==> config.mk <==
export PLATFORM = sky130hd
export DESIGN_NAME = three_slave_spi_scan_sequencer_top_flat
export DESIGN_NICKNAME = d
export VERILOG_FILES = /design/src/rtl/tsss_pkg.sv /design/src/rtl/tsss_if.sv /design/src/rtl/tsss_cfg.sv /design/src/rtl/tsss_seq.sv /design/src/rtl/three_slave_spi_scan_sequencer_top.sv /design/src/flat_wrapper.sv
export SDC_FILE = /design/constraint.sdc
export NUM_CORES = 1
export LEC_CHECK = 0
export BUFFER_PORTS_ARGS = -buffer_cell sky130_fd_sc_hd__buf_2
export CORE_UTILIZATION = 25
export CTS_CLUSTER_SIZE = 16
export DETAILED_ROUTE_END_ITERATION = 8
export MAX_ROUTING_LAYER = met4
export PLACE_DENSITY = 0.43
export SKIP_CTS_REPAIR_TIMING = 1
export SLEW_MARGIN = 0
export SYNTH_ARGS = -nofsm -noshare
export SYNTH_HDL_FRONTEND = slang
export SYNTH_SLANG_ARGS = --single-unit
==> constraint.sdc <==
create_clock -name clk -period 8.1 [get_ports clk]
set_clock_uncertainty 0.05 [all_clocks]
set_input_delay 1.62 -clock clk [delete_from_list [all_inputs] [get_ports clk]]
set_output_delay 1.62 -clock clk [all_outputs]
set_load 0.1 [all_outputs]
==> src/rtl/tsss_pkg.sv <==
`default_nettype none

package tsss_pkg;

	localparam int unsigned NUM_VALUES = 24;
	localparam int unsigned FRAME_TICKS = 10;

	localparam logic [7:0] CMD_VOLTAGE = 8'h0a;
	localparam logic [7:0] CMD_CURRENT = 8'h05;
	localparam logic [7:0] CMD_CURRENT_SECOND = 8'h55;
	localparam logic [7:0] ENABLE_BYTE_RESET = 8'h10;
	localparam logic [23:0] DIRECT_FLAGS_RESET = 24'h000000;
	localparam logic [7:0] LAST_TICK_RESET = 8'd31;

	// Ticks at which the second and third frames start, and the tick that closes the scan.
	localparam logic [7:0] FRAME1_TICK = 8'd10;
	localparam logic [7:0] FRAME2_TICK = 8'd20;
	localparam logic [7:0] SCAN_END_TICK = 8'd30;
	localparam logic [3:0] STATUS_POS = 4'd9;

	typedef enum logic [0:0] {
		OP_TICK  = 1'b0,
		OP_WRITE = 1'b1
	} opcode_t;

	typedef enum logic [1:0] {
		CAP_CURRENT = 2'd0,
		CAP_VOLTAGE = 2'd1,
		CAP_STATUS  = 2'd2
	} cap_kind_t;

	typedef enum logic [2:0] {
		REG_ENABLE_FIRST  = 3'd0,
		REG_ENABLE_SECOND = 3'd1,
		REG_ENABLE_THIRD  = 3'd2,
		REG_DIRECT_FLAGS  = 3'd3,
		REG_LAST_TICK     = 3'd4
	} reg_idx_t;

	typedef struct packed {
		logic [2:0][7:0] enable_byte;
		logic [23:0]     direct_flags;
		logic [7:0]      last_tick;
	} cfg_t;

	typedef struct packed {
		opcode_t     opcode;
		logic [7:0]  rx_byte;
		logic [4:0]  value_index;
		logic [7:0]  value_data;
	} in_item_t;

	typedef struct packed {
		logic        tx_valid;
		logic [7:0]  tx_byte;
		logic [2:0]  select_n;
		logic        cap_valid;
		cap_kind_t   cap_kind;
		logic [4:0]  cap_index;
		logic [7:0]  cap_value;
	} out_item_t;

	// Fixed interleaving of the 24 measurement slots over the three frames.
	function automatic logic [4:0] phase_slot(input logic [4:0] idx);
		logic [4:0] slot;
		unique case (idx)
			5'd0:  slot = 5'd0;
			5'd1:  slot = 5'd1;
			5'd2:  slot = 5'd6;
			5'd3:  slot = 5'd7;
			5'd4:  slot = 5'd12;
			5'd5:  slot = 5'd13;
			5'd6:  slot = 5'd18;
			5'd7:  slot = 5'd19;
			5'd8:  slot = 5'd2;
			5'd9:  slot = 5'd3;
			5'd10: slot = 5'd8;
			5'd11: slot = 5'd9;
			5'd12: slot = 5'd14;
			5'd13: slot = 5'd15;
			5'd14: slot = 5'd20;
			5'd15: slot = 5'd21;
			5'd16: slot = 5'd4;
			5'd17: slot = 5'd5;
			5'd18: slot = 5'd10;
			5'd19: slot = 5'd11;
			5'd20: slot = 5'd16;
			5'd21: slot = 5'd17;
			5'd22: slot = 5'd22;
			5'd23: slot = 5'd23;
			default: slot = 5'd0;
		endcase
		return slot;
	endfunction

endpackage

`default_nettype wire

==> src/rtl/tsss_if.sv <==
`default_nettype none

interface tsss_in_if;
	logic       valid;
	logic       ready;
	logic [0:0] opcode;
	logic [7:0] rx_byte;
	logic [4:0] value_index;
	logic [7:0] value_data;

	modport source (output valid, output opcode, output rx_byte, output value_index,
		output value_data, input ready);
	modport sink (input valid, input opcode, input rx_byte, input value_index,
		input value_data, output ready);
endinterface

interface tsss_out_if;
	logic       valid;
	logic       ready;
	logic       tx_valid;
	logic [7:0] tx_byte;
	logic [2:0] select_n;
	logic       cap_valid;
	logic [1:0] cap_kind;
	logic [4:0] cap_index;
	logic [7:0] cap_value;

	modport source (output valid, output tx_valid, output tx_byte, output select_n,
		output cap_valid, output cap_kind, output cap_index, output cap_value,
		input ready);
	modport sink (input valid, input tx_valid, input tx_byte, input select_n,
		input cap_valid, input cap_kind, input cap_index, input cap_value,
		output ready);
endinterface

`default_nettype wire

==> src/rtl/tsss_cfg.sv <==
`default_nettype none

module tsss_cfg
	import tsss_pkg::*;
(
	input  wire logic        clk,
	input  wire logic        arst_n,
	input  wire logic        psel,
	input  wire logic        penable,
	input  wire logic        pwrite,
	input  wire logic [4:0]  paddr,
	input  wire logic [31:0] pwdata,
	output logic [31:0]      prdata,
	output cfg_t             cfg
);

	cfg_t     cfg_q;
	reg_idx_t reg_idx;
	logic     wr_en;

	assign reg_idx = reg_idx_t'(paddr[4:2]);
	assign wr_en = psel && penable && pwrite;
	assign cfg = cfg_q;

	always_ff @(posedge clk or negedge arst_n) begin
		if (!arst_n) begin
			cfg_q.enable_byte <= {3{ENABLE_BYTE_RESET}};
			cfg_q.direct_flags <= DIRECT_FLAGS_RESET;
			cfg_q.last_tick <= LAST_TICK_RESET;
		end else if (wr_en) begin
			unique case (reg_idx)
				REG_ENABLE_FIRST:  cfg_q.enable_byte[0] <= pwdata[7:0];
				REG_ENABLE_SECOND: cfg_q.enable_byte[1] <= pwdata[7:0];
				REG_ENABLE_THIRD:  cfg_q.enable_byte[2] <= pwdata[7:0];
				REG_DIRECT_FLAGS:  cfg_q.direct_flags <= pwdata[23:0];
				REG_LAST_TICK:     cfg_q.last_tick <= pwdata[7:0];
				default: ;
			endcase
		end
	end

	always_comb begin
		unique case (reg_idx)
			REG_ENABLE_FIRST:  prdata = {24'd0, cfg_q.enable_byte[0]};
			REG_ENABLE_SECOND: prdata = {24'd0, cfg_q.enable_byte[1]};
			REG_ENABLE_THIRD:  prdata = {24'd0, cfg_q.enable_byte[2]};
			REG_DIRECT_FLAGS:  prdata = {8'd0, cfg_q.direct_flags};
			REG_LAST_TICK:     prdata = {24'd0, cfg_q.last_tick};
			default:           prdata = 32'd0;
		endcase
	end

endmodule

`default_nettype wire

==> src/rtl/tsss_seq.sv <==
`default_nettype none

module tsss_seq
	import tsss_pkg::*;
(
	input  wire logic     clk,
	input  wire logic     arst_n,
	input  wire cfg_t     cfg,
	input  wire logic     advance,
	input  wire in_item_t item,
	output out_item_t     res
);

	logic [7:0] tick_q;
	logic       volt_q;
	logic [2:0] sel_q;
	logic [7:0] values_q [NUM_VALUES];

	logic [7:0] tick_next;
	logic [7:0] tick_inc;
	logic       volt_next;
	logic [2:0] sel_next;
	logic [1:0] frame;
	logic [3:0] pos;
	logic [4:0] slot;
	logic [7:0] cmd_base;
	logic [7:0] enable_sel;
	logic       is_tick;

	assign is_tick = (item.opcode == OP_TICK);
	assign tick_inc = tick_q + 8'd1;
	assign slot = phase_slot({frame, 3'b000} + 5'(pos) - 5'd1);

	always_comb begin
		priority if (tick_q >= FRAME2_TICK) begin
			frame = 2'd2;
			pos = 4'(tick_q - FRAME2_TICK);
		end else if (tick_q >= FRAME1_TICK) begin
			frame = 2'd1;
			pos = 4'(tick_q - FRAME1_TICK);
		end else begin
			frame = 2'd0;
			pos = tick_q[3:0];
		end
	end

	always_comb begin
		unique case (frame)
			2'd0:    enable_sel = cfg.enable_byte[0];
			2'd1:    enable_sel = cfg.enable_byte[1];
			2'd2:    enable_sel = cfg.enable_byte[2];
			default: enable_sel = cfg.enable_byte[0];
		endcase
		if (volt_q) begin
			cmd_base = CMD_VOLTAGE;
		end else if (frame == 2'd1) begin
			cmd_base = CMD_CURRENT_SECOND;
		end else begin
			cmd_base = CMD_CURRENT;
		end
	end

	always_comb begin
		res = '0;
		sel_next = sel_q;
		volt_next = volt_q;
		tick_next = tick_q;
		if (is_tick) begin
			tick_next = (tick_inc > cfg.last_tick) ? 8'd0 : tick_inc;
			if (tick_q < SCAN_END_TICK) begin
				res.tx_valid = 1'b1;
				if (pos == 4'd0) begin
					// A frame opens by selecting its slave alone.
					sel_next = ~(3'b001 << frame);
					res.tx_byte = cmd_base | enable_sel;
				end else if (pos < STATUS_POS) begin
					res.cap_valid = 1'b1;
					res.cap_kind = volt_q ? CAP_VOLTAGE : CAP_CURRENT;
					res.cap_index = slot;
					res.cap_value = item.rx_byte;
					res.tx_byte = values_q[slot];
				end else begin
					res.cap_valid = 1'b1;
					res.cap_kind = CAP_STATUS;
					res.cap_index = {3'b000, frame};
					res.cap_value = item.rx_byte;
					res.tx_byte = cfg.direct_flags[8*frame +: 8];
				end
			end else if (tick_q == SCAN_END_TICK) begin
				sel_next = 3'b111;
				volt_next = ~volt_q;
			end
		end
		res.select_n = sel_next;
	end

	always_ff @(posedge clk or negedge arst_n) begin
		if (!arst_n) begin
			tick_q <= 8'd0;
			volt_q <= 1'b0;
			sel_q <= 3'b111;
		end else if (advance) begin
			tick_q <= tick_next;
			volt_q <= volt_next;
			sel_q <= sel_next;
		end
	end

	always_ff @(posedge clk or negedge arst_n) begin
		if (!arst_n) begin
			for (int i = 0; i < NUM_VALUES; i++) begin
				values_q[i] <= 8'd0;
			end
		end else if (advance && !is_tick && (item.value_index < 5'(NUM_VALUES))) begin
			values_q[item.value_index] <= item.value_data;
		end
	end

endmodule

`default_nettype wire

==> src/rtl/three_slave_spi_scan_sequencer_top.sv <==
`default_nettype none

// Three-slave SPI scan sequencer. Every scan tick brings the byte received by the
// previous SPI transfer and returns one result: the next byte to shift out, the
// chip selects, and the received byte tagged as a current, voltage or status
// capture. Write transactions update the 24 output value bytes and return a
// result with nothing to send or capture. One transaction is accepted every
// clock cycle while results are taken; each result passes the input register and
// then the result register before it reaches the output, and the sequencer state
// moves as an item leaves the input register. While a result waits on the output,
// one more transaction is held in the input register and the input then stalls.
// The user must write configuration over the APB port only while no transaction
// is in flight (not enforced by the block); it has no clearing pass after reset.
module three_slave_spi_scan_sequencer_top
	import tsss_pkg::*;
(
	input  wire logic        clk,
	input  wire logic        arst_n,
	tsss_in_if.sink          item,
	tsss_out_if.source       result,
	input  wire logic        psel,
	input  wire logic        penable,
	input  wire logic        pwrite,
	input  wire logic [4:0]  paddr,
	input  wire logic [31:0] pwdata,
	output logic [31:0]      prdata,
	output logic             pready
);

	cfg_t      cfg;
	in_item_t  item_s1;
	logic      valid_s1;
	out_item_t res_d;
	out_item_t res_q;
	logic      res_valid_q;
	logic      advance;

	assign pready = 1'b1;
	assign advance = valid_s1 && (!res_valid_q || result.ready);
	assign item.ready = !valid_s1 || advance;

	tsss_cfg u_cfg (
		.clk     (clk),
		.arst_n  (arst_n),
		.psel    (psel),
		.penable (penable),
		.pwrite  (pwrite),
		.paddr   (paddr),
		.pwdata  (pwdata),
		.prdata  (prdata),
		.cfg     (cfg)
	);

	tsss_seq u_seq (
		.clk     (clk),
		.arst_n  (arst_n),
		.cfg     (cfg),
		.advance (advance),
		.item    (item_s1),
		.res     (res_d)
	);

	always_ff @(posedge clk or negedge arst_n) begin
		if (!arst_n) begin
			valid_s1 <= 1'b0;
		end else if (item.valid && item.ready) begin
			valid_s1 <= 1'b1;
		end else if (advance) begin
			valid_s1 <= 1'b0;
		end
	end

	always_ff @(posedge clk) begin
		if (item.valid && item.ready) begin
			item_s1.opcode <= opcode_t'(item.opcode);
			item_s1.rx_byte <= item.rx_byte;
			item_s1.value_index <= item.value_index;
			item_s1.value_data <= item.value_data;
		end
	end

	always_ff @(posedge clk or negedge arst_n) begin
		if (!arst_n) begin
			res_valid_q <= 1'b0;
		end else if (advance) begin
			res_valid_q <= 1'b1;
		end else if (result.ready) begin
			res_valid_q <= 1'b0;
		end
	end

	always_ff @(posedge clk) begin
		if (advance) begin
			res_q <= res_d;
		end
	end

	assign result.valid = res_valid_q;
	assign result.tx_valid = res_q.tx_valid;
	assign result.tx_byte = res_q.tx_byte;
	assign result.select_n = res_q.select_n;
	assign result.cap_valid = res_q.cap_valid;
	assign result.cap_kind = res_q.cap_kind;
	assign result.cap_index = res_q.cap_index;
	assign result.cap_value = res_q.cap_value;

`ifndef SYNTHESIS
	// A status byte is only captured inside a frame, with exactly one slave selected.
	a_status_one_select: assert property (@(posedge clk) disable iff (!arst_n)
		(result.valid && result.cap_valid && (result.cap_kind == CAP_STATUS))
		|-> ($countones(result.select_n) == 2))
		else $error("status capture without a single selected slave");

	// A write transaction yields a result with nothing sent and nothing captured.
	a_write_quiet: assert property (@(posedge clk) disable iff (!arst_n)
		(advance && (item_s1.opcode == OP_WRITE))
		|=> (res_valid_q && !res_q.tx_valid && !res_q.cap_valid))
		else $error("write transaction produced a send or a capture");

	// Input back-pressure only comes from a stalled result register.
	a_stall_source: assert property (@(posedge clk) disable iff (!arst_n)
		!item.ready |-> (res_valid_q && !result.ready))
		else $error("input stalled while the result side could move");
`endif

endmodule

`default_nettype wire
==> src/flat_wrapper.sv <==
// flat-port wrapper written by rule: the top's interface ports become plain ports
module three_slave_spi_scan_sequencer_top_flat import tsss_pkg::*;
  (clk, arst_n, psel, penable, pwrite, paddr, pwdata, prdata, pready, item_valid, item_opcode, item_rx_byte, item_value_index, item_value_data, item_ready, result_valid, result_tx_valid, result_tx_byte, result_select_n, result_cap_valid, result_cap_kind, result_cap_index, result_cap_value, result_ready);
  tsss_in_if item_i ();
  tsss_out_if result_i ();
  input  wire logic clk;
  input  wire logic arst_n;
  input  wire logic psel;
  input  wire logic penable;
  input  wire logic pwrite;
  input  wire logic [4:0] paddr;
  input  wire logic [31:0] pwdata;
  output logic [31:0] prdata;
  output logic pready;
  input wire logic [$bits(item_i.valid)-1:0] item_valid;
  input wire logic [$bits(item_i.opcode)-1:0] item_opcode;
  input wire logic [$bits(item_i.rx_byte)-1:0] item_rx_byte;
  input wire logic [$bits(item_i.value_index)-1:0] item_value_index;
  input wire logic [$bits(item_i.value_data)-1:0] item_value_data;
  output wire logic [$bits(item_i.ready)-1:0] item_ready;
  output wire logic [$bits(result_i.valid)-1:0] result_valid;
  output wire logic [$bits(result_i.tx_valid)-1:0] result_tx_valid;
  output wire logic [$bits(result_i.tx_byte)-1:0] result_tx_byte;
  output wire logic [$bits(result_i.select_n)-1:0] result_select_n;
  output wire logic [$bits(result_i.cap_valid)-1:0] result_cap_valid;
  output wire logic [$bits(result_i.cap_kind)-1:0] result_cap_kind;
  output wire logic [$bits(result_i.cap_index)-1:0] result_cap_index;
  output wire logic [$bits(result_i.cap_value)-1:0] result_cap_value;
  input wire logic [$bits(result_i.ready)-1:0] result_ready;
  assign item_i.valid = item_valid;
  assign item_i.opcode = item_opcode;
  assign item_i.rx_byte = item_rx_byte;
  assign item_i.value_index = item_value_index;
  assign item_i.value_data = item_value_data;
  assign item_ready = item_i.ready;
  assign result_valid = result_i.valid;
  assign result_tx_valid = result_i.tx_valid;
  assign result_tx_byte = result_i.tx_byte;
  assign result_select_n = result_i.select_n;
  assign result_cap_valid = result_i.cap_valid;
  assign result_cap_kind = result_i.cap_kind;
  assign result_cap_index = result_i.cap_index;
  assign result_cap_value = result_i.cap_value;
  assign result_i.ready = result_ready;
  three_slave_spi_scan_sequencer_top u_core (.clk(clk), .arst_n(arst_n), .item(item_i), .result(result_i), .psel(psel), .penable(penable), .pwrite(pwrite), .paddr(paddr), .pwdata(pwdata), .prdata(prdata), .pready(pready));
endmodule
Word-level counts from Yosys, hierarchy flattened
Memories as Yosys holds them, arrays and structs flattened. Cells that the tools add are included.

Register bits after elaboration: 312. Memory bits (read-only): 160. Bits of input ports: 66. Output and inout bits: 63. Logic and storage cells: 132. Memories kept: 1.

Memory list: (no name shown) (depth 32, width 5, rd ports 1, clocked after memory_dff 0, write ports 0, line tsss_pkg.sv:66) `unique case (idx)`.

Add/sub/neg operators: 5. Order comparisons: 9. Equal/unequal tests: 7. Shifts and indexed selects: 2. Multiplexer cells: 28. Bitwise logic cells: 8. Reduce and logical (&&, ||, !) cells: 25.

Operators by type and width (number): bitwise mux 192 bit (1); one-hot mux 24 bit (5 select lines) (1); two-way mux 8 bit (6); binary-select mux 8 bit (select 5 bit) (1); demux 8 bit (select 5 bit) (1); variable part select 24 x 6 -> 8 bit (1); one-hot mux 8 bit (2 select lines) (1); two-way mux 15 bit (1); two-way mux 7 bit (2); greater-or-equal comparator 6 bit, second input constant (2); two-way mux 3 bit (4); inverter 5 -> 6 bit (2); AND reduction 2 bit (6); two-way mux 9 bit (1); adder 8 x 1 -> 8 bit, second input constant (1); == test 8 x 5 -> 1 bit, second input constant (1); greater-or-equal comparator 8 x 4 -> 1 bit, second input constant (1); greater-or-equal comparator 8 x 5 -> 1 bit, second input constant (1); > comparator 8 bit (1); < comparator 8 x 5 -> 1 bit, second input constant (1); two-way mux 4 bit (2); bitwise OR 8 bit (1); logical AND 1 bit (7); == test 3 x 2 -> 1 bit, second input constant (2); other kinds (25) (36).

Logic depth before layout (Yosys ltp)
Gate-level depths: netlist of run 1. An unclocked memory read counts as a cell.

Depth after elaboration: 13. Mapped depth: 27. Mapped depth without buffers: 22.

Cells and area by module
Synthesis of run 1 repeated with hierarchy kept, for this count alone.

Cells, all modules: 1321. Area, all modules: 15446.1 sq um.

Modules (own cells, without submodules): tsss_seq (instances 1, cells each 1069, area an instance 11190.7 sq um, seq. area each 5108.6 sq um); tsss_cfg (instances 1, cells each 192, area an instance 2638.8 sq um, seq. area each 1411.4 sq um); three_slave_spi_scan_sequencer_top (instances 1, cells each 60, area an instance 1616.6 sq um, seq. area each 1551.5 sq um).

Least setup slack after synthesis of run 1
OpenSTA, ideal clock, no wires.

Path type: reg2reg. From: register u_core.u_seq.tick_q[2]. To: register u_core.res_q (netlist bit u_core.result.tx_byte[7]) (data pin). Library setup time: 270 ps. Arrival time: 5886 ps. Required time: 7780 ps. Setup slack: 1894 ps. Cell stages (with the launch flop): 25. Buffers on the path: 4. Clock period less this slack: 6206 ps. Cell sequence: dfrtp_1 clkbuf_1 inv_1 ha_1 a211o_1 nor3b_2 clkbuf_1 nor2_1 clkbuf_1 xnor2_1 inv_1 fa_1 or2_2 a211oi_2 nor2_1 ha_1 mux2i_1 or3_1 and2_4 buf_6 a211oi_1 a2111oi_0 o41a_1 o311ai_1 a21oi_1.

Cells in the longest elaborated chain, start to end: 12. Elaborated cells between the ends (all ways): 27. Those cells by class: add/sub: 4; order compare: 4; eq/ne: 2; shift: 1; mux: 10; bitwise: 3; reduce/logical: 2; memory: 1.

Ends and longest elaborated chain: from (decl) (line tsss_seq.sv:14) `logic [7:0] tick_q;`; from (signal assigned) (line tsss_seq.sv:103) `tick_q <= tick_next;`; greater-or-equal comparator 8 x 4 -> 1 bit / subtractor 4 bit (equally long branches) (line tsss_seq.sv:38, tsss_seq.sv:40); two-way mux 4 bit / two-way mux 1 bit (equally long branches) (line tsss_seq.sv:38) `end else if (tick_q >= FRAME1_TICK) begin`; two-way mux 4 bit / two-way mux 2 bit (equally long branches) (line tsss_seq.sv:35) `priority if (tick_q >= FRAME2_TICK) begin`; adder 5 x 4 -> 5 bit (line tsss_seq.sv:32) `assign slot = phase_slot({frame, 3'b000} + 5'(pos) - 5'd1);`; subtractor 5 x 1 -> 5 bit (line tsss_seq.sv:32); memory (32 x 5 bit); inverter 5 -> 6 bit (not written as such) (line tsss_seq.sv:81) `res.tx_byte = values_q[slot];`; binary-select mux 8 bit (select 5 bit) (line tsss_seq.sv:81); two-way mux 8 bit (not written as such) (2 in a row) (line tsss_seq.sv:81); two-way mux 8 bit (line tsss_seq.sv:76) `end else if (pos < STATUS_POS) begin`; two-way mux 8 bit (line tsss_seq.sv:72) `if (pos == 4'd0) begin`; to (signal assigned) (line three_slave_spi_scan_sequencer_top.sv:94) `res_q <= res_d;`; to (decl) (line three_slave_spi_scan_sequencer_top.sv:34) `out_item_t res_q;`.

Several ways; a longest one is shown, not always the timed one. The select of a mux whose other input is x is not followed. A chain may end at the register's enable or synchronous reset.

Final worst setup path of run 1
From: register u_core.u_seq.tick_q[2]. To: register u_core.res_q (netlist bit u_core.result.tx_byte[6]) (data pin).

Same word-level chain as after synthesis.

==> results of run 1 <==
-- synthesized netlist by cell type, types with 6 or more instances --
| cell type | instances | area, sq um |
|---|---|---|
| a211oi_1 | 28 | 210 |
| a211o_1 | 7 | 61.3 |
| nand3_1 | 25 | 125 |
| mux2i_1 | 42 | 420 |
| clkbuf_1 | 47 | 176 |
| nor2_1 | 66 | 248 |
| ha_1 | 25 | 313 |
| o21ai_0 | 20 | 100 |
| buf_4 | 11 | 82.6 |
| nand4_1 | 8 | 50.1 |
| nand2_1 | 120 | 450 |
| mux2_2 | 255 | 2870 |
| dfstp_2 | 11 | 289 |
| and3_1 | 42 | 263 |
| buf_2 | 18 | 90.1 |
| a311oi_1 | 30 | 263 |
| o22ai_1 | 9 | 56.3 |
| a22oi_1 | 26 | 195 |
| a21boi_0 | 14 | 105 |
| a21oi_1 | 15 | 75.1 |
| nand3b_1 | 10 | 75.1 |
| edfxtp_1 | 50 | 1500 |
| xnor2_1 | 9 | 78.8 |
| dfrtp_1 | 251 | 6280 |
| nand2b_1 | 15 | 93.8 |
| buf_1 | 16 | 60.1 |
| a2111oi_0 | 6 | 52.6 |
| a31oi_1 | 9 | 56.3 |
| inv_1 | 27 | 101 |
-- final cells by class --
| class | instances | area (sq um) | share of cell area (%) |
|---|---|---|---|
| Timing Repair Buffer | 135 | 776 | 4.30 |
| Multi-Input combinational cell | 868 | 6900 | 38.2 |
| Sequential cell | 312 | 8070 | 44.7 |
| Tap cell | 782 | 978 | 5.42 |
| Inverter | 27 | 101 | 0.562 |
| Antenna cell | 1 | 2.50 | 0.0139 |
| Clock buffer | 50 | 1030 | 5.68 |
| Clock inverter | 17 | 196 | 1.09 |
-- through the flow --
step           cell area [sq um]  hold slack (ps)  util (%)  worst slack, ps  instances
4_1_cts                    18000              433      29.7             1060       2191
3_3_place_gp               16800              420      27.7             1110       2124
2_1_floorplan              15500              399         -             1890       1301
6_report                   18000              428      29.7             1070       2192
5_1_grt                    18000              452      29.7              393       2192
3_5_place_dp               16800              420      27.7             1070       2124
-- final timing paths --
kind	startpoint	end	slack (ps)	depth (start not counted)
worst max-delay path	u_core.u_seq.tick_q[2]	u_core.result.tx_byte[6]	1070	22
worst min-delay path	u_core.valid_s1	u_core.result.valid	430	1
worst max register to register	u_core.u_seq.tick_q[2]	u_core.result.tx_byte[6]	1070	22
worst min register to register	u_core.valid_s1	u_core.result.valid	430	1
max in group asynchronous	arst_n	u_core.u_seq.values_q[112]	5480	2
min in group asynchronous	arst_n	u_core.u_cfg.cfg[48]	940	1
-- logic make-up (layout without fill, tap and decap cells) --
| kind of cell | Yosys count | in the layout | share of synthesized area (%) |
|---|---|---|---|
| muxes | 298 | 298 | 21.4 |
| DFF | 312 | 312 | 52.2 |
| xor gates and xnor gates | 13 | 13 | 0.826 |
| adders and majority gates | 26 | 26 | 2.15 |
| buffers and inverters | 121 | 229 | 3.45 |
| AOI/OAI and AO/OA | 204 | 204 | 9.96 |
| and+or+nand+nor | 318 | 318 | 9.94 |
| other | 2 | 10 | 0.0486 |
-- flip-flops by register name (all words and copies together) (netlist names), 2 cells and up --
| signal | count |
|---|---|
| u_core.result.select_n | 3 |
| u_core.u_seq.tick_q | 8 |
| u_core.item_s1 | 22 |
| u_core.u_seq.sel_q | 3 |
| u_core.u_seq.values_q | 192 |
| u_core.result.cap_value | 8 |
| u_core.u_cfg.cfg | 56 |
| u_core.result.cap_index | 5 |
| u_core.result.tx_byte | 8 |
| u_core.result.cap_kind | 2 |
-- cell usage in the layout, fill, tap and decap left out, types with 5 or more instances in the layout --
master / Yosys / routed
a211oi_1: 28 / 28
o21ai_0: 20 / 20
xnor2_1: 9 / 9
nand4_1: 8 / 8
a21oi_1: 15 / 15
nand2_1: 120 / 119
a211o_1: 7 / 7
a22oi_1: 26 / 26
a311oi_1: 30 / 30
mux2_2: 255 / 255
o22ai_1: 9 / 9
buf_4: 11 / 24
nand3_1: 25 / 25
a31oi_1: 9 / 9
edfxtp_1: 50 / 50
and3_1: 42 / 42
clkbuf_1: 47 / 9
mux2i_1: 42 / 42
ha_1: 25 / 25
dfstp_2: 11 / 11
conb_1: 2 / 9
clkinv_2: 0 / 8
a2111oi_0: 6 / 6
inv_1: 27 / 27
nand3b_1: 10 / 10
dfrtp_1: 251 / 251
and2_1: 5 / 5
nor3_1: 5 / 5
clkbuf_16: 0 / 38
nor2_1: 66 / 66
buf_2: 18 / 108
nand2b_1: 15 / 15
a21boi_0: 14 / 14
-- per-layer routing --
layer  wire [um]  global-route usage, %  vias to the layer above
li1            -                      -                     4895
met5           0                      -                        -
met3        1750                   2.35                       87
met4        1060                   4.94                        0
met1       21500                   20.4                     5534
met2       20800                   22.4                      221
-- worst reg2reg max path: stages, from the launching register on --
cell	delay, ps
dfrtp_1	610
inv_1	200
ha_1	240
a21boi_0	180
o21ai_4	730
nor2_1	180
xnor2_1	320
inv_1	130
fa_1	530
or2_2	340
a211oi_2	290
nor2_1	170
ha_1	320
mux2i_1	140
or3_1	140
buf_4	370
nand2_2	440
buf_12	340
nand2_1	100
nand3_1	80
a311oi_1	490
a311o_1	270
a31oi_1	100
==> run metrics, run 1 <==
Yosys cell types 68; Clk Latency, worst-skew pair 570 ps; vias in the first global route 10800; CP delay by family, top compound AO/OA/AOI/OAI gates; DR WL/cell 20.6 um; Clock Path Buffers 3; global route overflow 0; largest net degree at the start of global routing 84; Post-Syn Instances 1294; register bit total from synthesis 312; Avg Cell Area, Syn 11.9 sq um; CTS sink count 312; GRT Util Overall 14.9%; Core Region 60700 sq um; Row Count 90; total CTS buffers 37; Final setup viols 0; slew margin rel. 21.5%; Crit Path Category reg -> reg; CP Launch Type flop; Post-synth EDFFs 50; DRC violation count after routing 0; CP Capture Type flop; fin crit period 7030 ps; Slew @ Worst Pin 1160 ps; Clk pin slew, worst setup/hold paths 60 ps; Max Cap Viol 0; HP Class reg -> reg; RSZ-0062 raised after global routing false; status complete, no violations; endpoints failing hold 0; DR iter-0 viols 793; Critical Path AT 7260 ps; CP cell instances inv_1 > ha_1 > a21boi_0 > o21ai_4 > nor2_1 > xnor2_1 > inv_1 > fa_1 > or2_2 > a211oi_2 > nor2_1 > ha_1 > mux2i_1 > or3_1 > buf_4 > nand2_2 > buf_12 > nand2_1 > nand3_1 > a311oi_1 > a311o_1 > a31oi_1; die area 62800 sq um; Avg Vias per Cell 4.90; GP Congestion 0.812; fin nets 1473; htree depth 2; die height 251 um; Fmax achieved 142 MHz; Cell Area, Synth 15500 sq um; Area Overhead vs Synth 16.8%; IO Port Bufs 109; max-slew violation count 0; die width 251 um; Starting Density 25.5%; Pre-Repair DR Iteration Count 5; CP max stage cell o21ai_4; fill count 6192; fin crit share 86.8%; vias after detailed routing 10700; first-pass GRT wire length 69.3 mm; Detail Route Antenna Nets 0; Setup TNS Final 0 ps; crit-path max cell delay 730 ps; initial antenna violation count 1; clk root buf clkbuf_16; share of layout cells above drive strength 1 33.7%; Synthesis Warnings 0; Synth async-reset ratio 84.0%; CTS tree done; IO Count 129; critical path required time 8330 ps; ys flop type dfrtp_1; final WL 45.2 mm; post-synthesis sequential area ratio 52.2%; DP HPWL 29.4 mm; Crit Path Max Fanout 41; WP buf/inv 4
Power of run 1 is left out: the tool's default activity adds up to more than one toggle a clock period on the data nets, which glitch-free logic cannot reach.
==> run 2, diff against run 1 <==
--- a/config.mk
+++ b/config.mk
@@ -6,11 +6,11 @@
 export NUM_CORES = 1
 export LEC_CHECK = 0
 export BUFFER_PORTS_ARGS = -buffer_cell sky130_fd_sc_hd__buf_2
-export CORE_UTILIZATION = 25
+export CORE_UTILIZATION = 55
 export CTS_CLUSTER_SIZE = 16
 export DETAILED_ROUTE_END_ITERATION = 8
 export MAX_ROUTING_LAYER = met4
-export PLACE_DENSITY = 0.43
+export PLACE_DENSITY = 0.78
 export SKIP_CTS_REPAIR_TIMING = 1
 export SLEW_MARGIN = 0
 export SYNTH_ARGS = -nofsm -noshare
==> run 2 against run 1 <==
Against the previous run: register-to-register slack got worse by 300 ps; global-route usage grew 13 points; die area shrank 54%; utilization is 33 points higher.
==> run metrics, run 2 (synthesized netlist as in run 1, its figures left out) <==
status complete, no violations; fin crit period 7330 ps (+297 ps); HP Class reg -> reg; r2r setup slk 770 ps (-300 ps); slew margin rel. 12.1% (-9.4 points); first-pass GRT wire length 60.9 mm (-12%); fin crit share 90.4% (+3.7 points); Pre-Repair DR Iteration Count 8 (+3); die height 170 um (-32%); endpoints failing hold 0 (unchanged); total CTS buffers 31 (-16%); fin util 63.2% (+33 points); fill count 2074 (-67%); Fmax achieved 137 MHz (-4.0%); die width 170 um (-32%); Avg Vias per Cell 6.29 (+28%); R2R depth 20 (-9.1%); Slew @ Worst Pin 1280 ps (+124 ps); max-slew violation count 0 (unchanged); Reg-to-Reg Start u_core.u_seq.tick_q[2]; htree depth 1 (-1); Crit Path Max Fanout 52 (+27%); GP Congestion 0.896 (+10%); WP buf/inv 2 (-2); DR iter-0 viols 997 (+26%); Clk Latency, worst-skew pair 580 ps (about the same); commonest cells after routing, fill and taps aside mux2_2, dfrtp_1, nand2_1; RSZ-0062 raised after global routing false; vias after detailed routing 11100 (+3.6%); vias in the first global route 11000 (+1.7%); DR WL/cell 21.8 um (+5.8%); initial antenna violation count 5 (+4); Min-Delay Path Depth 1 (unchanged); CP Launch Type flop; Area Overhead vs Synth 11.4%; Worst Min Path Start u_core.valid_s1; CP delay by family, top compound AO/OA/AOI/OAI gates; multi-input logic area 6880 sq um (-0.18%); global route overflow 0 (unchanged); Crit Path Category reg -> reg; Clock Path Buffers 3 (unchanged); Starting Density 56.7% (+31 points); placed insts 1706 (-20%); share of layout cells above drive strength 1 32.7% (-1.0 points); Core Region 27300 sq um (-55%); most common cell after layout, fill and taps aside mux2_2; DRC violation count after routing 0 (unchanged); Reg with most FFs u_core.u_seq.values_q; Setup TNS Final 0 ps (unchanged); max FFs per register 192 (unchanged); IO Count 129 (unchanged); Max Cap Viol 0 (unchanged); IO Port Bufs 109 (unchanged); critical path required time 8460 ps (+130 ps); crit-path max cell delay 1140 ps (+410 ps); GRT Util Overall 28.1% (+13 points); Reg area 8070 sq um (unchanged); Row Count 60 (-33%); worst hold endpoint u_core.result.valid; Critical Path AT 7690 ps (+430 ps); final std cells w/o fill 1769 (-19%); reg-to-reg endpoint u_core.result.tx_byte[7]; CTS sink count 312 (unchanged); DP HPWL 24.9 mm (-16%); CP Capture Type flop; largest net degree at the start of global routing 151 (+80%); clk root buf clkbuf_16; CP cell instances inv_1 > ha_1 > a21boi_0 > o21ai_4 > nor2_1 > xnor2_1 > inv_1 > fa_1 > or2_2 > a211oi_2 > nor2_1 > ha_1 > mux2i_1 > or3_1 > and2_4 > mux2i_1 > a2111oi_0 > o41a_1 > o311ai_1 > a21oi_1; final WL 38.6 mm (-15%); CP max stage cell a2111oi_0; fin nets 1459 (-0.95%); Detail Route Antenna Nets 0 (unchanged); CTS tree done; Clk pin slew, worst setup/hold paths 60 ps (about the same); die area 28800 sq um (-54%); Final setup viols 0 (unchanged)
-- run 2: area by class of cell --
cell class,instances,share of cell area (%)
antenna,5,0.0727
clock buffer,49,5.13
clock inverter,9,0.538
inverter,27,0.589
multi-input combinational,868,40.0
sequential,312,46.9
tap,372,2.70
timing repair buffer,127,4.08
-- run 2: routing by layer --
| layer | part of all wire (%) | vias to the layer above | track usage (%) |
|---|---|---|---|
| li1 | - | 4893 | - |
| met4 | 3.5 | 0 | 11.2 |
| met2 | 47 | 456 | 42.5 |
| met3 | 7.0 | 97 | 5.36 |
| met5 | 0 | - | - |
| met1 | 43 | 5678 | 37.3 |
-- run 2: per-stage QoR --
stage	cell area, sq um	setup slack, ps	hold WS, ps
final	17200	774	436
after global routing	17200	371	457
after CTS	17200	1020	442
after detailed placement	16200	1080	426
after global placement	16200	1260	417
after floorplan	15500	1890	399
-- run 2: worst max path at each step --
stage	from	end	slack, ps	depth (start not counted)
after floorplan	u_core.u_seq.tick_q[2]	u_core.result.tx_byte[7]	1890	24
after CTS	u_core.u_seq.tick_q[2]	u_core.result.tx_byte[7]	1020	20
after global routing	u_core.u_seq.tick_q[2]	u_core.result.tx_byte[7]	370	20
final	u_core.u_seq.tick_q[2]	u_core.result.tx_byte[7]	770	20
after global placement	u_core.u_seq.tick_q[2]	u_core.result.tx_byte[7]	1260	20
after detailed placement	u_core.u_seq.tick_q[2]	u_core.result.tx_byte[7]	1080	20
Power of run 2 is left out for the same reason.
==> run 3, diff against run 2 <==
--- a/config.mk
+++ b/config.mk
@@ -6,6 +6,7 @@
 export NUM_CORES = 1
 export LEC_CHECK = 0
 export BUFFER_PORTS_ARGS = -buffer_cell sky130_fd_sc_hd__buf_2
+export CORE_MARGIN = 4
 export CORE_UTILIZATION = 55
 export CTS_CLUSTER_SIZE = 16
 export DETAILED_ROUTE_END_ITERATION = 8
==> run 3 against run 2 <==
Against the previous run: critical path depth grew 1; maximum frequency shrank 0.16%; worst setup slack lost 12 ps; highest routed layer unchanged; sequential share of layout area shrank 0.42 points; hold slack gained 13 ps; critical path type unchanged; die area grew 7.2%; global-route usage shrank 2.4 points; cell count grew 0.34%; non-clock buffer count shrank 1; final area grew 0.90%; first-iteration DRC count grew 16%.
==> run metrics, run 3 (synthesized netlist as in run 1, its figures left out) <==
status complete, no violations; Clk Latency, worst-skew pair 520 ps (-60 ps); clk root buf clkbuf_16; vias in the first global route 11000 (-0.27%); max FFs per register 192 (unchanged); Fmax achieved 136 MHz (-0.16%); Slew @ Worst Pin 1160 ps (-123 ps); most common cell after layout, fill and taps aside mux2_2; DP HPWL 25.2 mm (+1.2%); htree depth 2 (+1); max-slew violation count 0 (unchanged); IO Count 129 (unchanged); Setup TNS Final 0 ps (unchanged); hold slack 449 ps (+12.6 ps); Pre-Repair DR Iteration Count 5 (-3); critical path required time 8420 ps (-40 ps); final WL 38.8 mm (+0.62%); CTS tree done; first-pass GRT wire length 61.4 mm (+0.84%); Crit Path Category reg -> reg; Core Region 27800 sq um (+1.9%); endpoints failing hold 0 (unchanged); Worst Min Path Start u_core.u_seq.values_q[38]; Final setup viols 0 (unchanged); fin nets 1461 (+0.14%); total CTS buffers 34 (+9.7%); crit-path max cell delay 700 ps (-440 ps); Final Cell Area 17400 sq um (+0.90%); IO Port Bufs 109 (unchanged); vias after detailed routing 11000 (-1.3%); fin crit period 7340 ps (+11.7 ps); GP Congestion 0.915 (+2.2%); Critical Path AT 7660 ps (-30 ps); CP Capture Type flop; GRT Util Overall 25.7% (-2.4 points); DR WL/cell 21.9 um (+0.28%); commonest cells after routing, fill and taps aside mux2_2, dfrtp_1, nand2_1; slew margin rel. 22.6% (+10 points); placed insts 1711 (+0.29%); DRC violation count after routing 0 (unchanged); die height 176 um (+3.5%); Row Count 61 (+1.7%); Max Cap Viol 0 (unchanged); Clk pin slew, worst setup/hold paths 60 ps (about the same); CP Launch Type flop; Reg with most FFs u_core.u_seq.values_q; CP max stage cell o21ai_4; Starting Density 55.6% (-1.1 points); global route overflow 0 (unchanged); largest net degree at the start of global routing 134 (-11%); RSZ-0062 raised after global routing false; die width 176 um (+3.5%); Min-Delay Path Depth 1 (unchanged); CP cell instances inv_1 > ha_1 > a21boi_0 > o21ai_4 > nor2_1 > xnor2_1 > inv_1 > fa_1 > or2_2 > a211oi_2 > nor2_1 > ha_1 > mux2i_1 > or3_1 > buf_4 > nand2_2 > buf_4 > a211oi_1 > a311oi_1 > o21ai_0 > a31oi_1; final std cells w/o fill 1775 (+0.34%); fin crit share 90.6% (+0.14 points); die area 30800 sq um (+7.2%); Area Overhead vs Synth 12.4%; R2R depth 21 (+5.0%); share of layout cells above drive strength 1 33.1% (+0.43 points); HP Class reg -> reg; Reg-to-Reg Start u_core.u_seq.tick_q[2]; Crit Path Max Fanout 31 (-40%); Avg Vias per Cell 6.18 (-1.7%); Clock Path Buffers 3 (unchanged); r2r setup slk 760 ps (about the same); CTS sink count 312 (unchanged); Placed Area 16200 sq um (unchanged); DR iter-0 viols 1155 (+16%); initial antenna violation count 2 (-3); Detail Route Antenna Nets 0 (unchanged); Critical Path Start u_core.u_seq.tick_q[2]
==> run 3: cell types whose count changed in the layout (fill, tap and decap cells not counted), sizes merged <==
| cell | delta |
|---|---|
| diode | -3 |
| bufinv | -1 |
| clkinv | +1 |
| clkbuf | +6 |
| clkinvlp | -1 |
| buf | -1 |
| inv | -1 |
==> run 3: critical path: cells and delay by family, from the launching register on <==
family          cells  cell delay (ps)
buf+inv             4             1120
xor+xnor            1              290
mux                 1               60
flops               1              620
fa+ha+maj           3             1080
compound gates      7             2150
simple gates        5             1800
==> run 3: metrics by stage <==
step,setup slack (ps),util (%)
final,763,62.5
after global routing,201,62.5
after CTS,873,62.5
after detailed placement,894,58.4
after global placement,1000,58.4
after floorplan,1890,-
==> run 3: layout make-up <==
cell class / count / area (sq um)
diodes: 2 / 5.00
clock buffers: 55 / 1070
clock inverters: 7 / 65.1
fillers: 2177 / 10400
inverters: 27 / 101
multi-input cells: 868 / 6880
flip-flops and latches: 312 / 8070
well taps: 378 / 473
repair buffers: 126 / 696
==> run 3: worst paths after layout <==
kind | end
max in group asynchronous | u_core.u_seq.values_q[147]
setup / recovery | u_core.result.tx_byte[0]
min in group asynchronous | u_core.u_cfg.cfg[5]
setup reg to reg | u_core.result.tx_byte[0]
hold / removal | u_core.u_seq.values_q[38]
hold reg to reg | u_core.u_seq.values_q[38]
==> run 3: per-layer routing <==
layer | up-vias | routed length (um) | track usage, %
li1 | 4870 | - | -
met3 | 77 | 2600 | 3.44
met4 | 0 | 1140 | 8.48
met1 | 5586 | 16900 | 36.5
met2 | 442 | 18200 | 38.7
met5 | - | 0 | -
Power of run 3 is left out for the same reason.
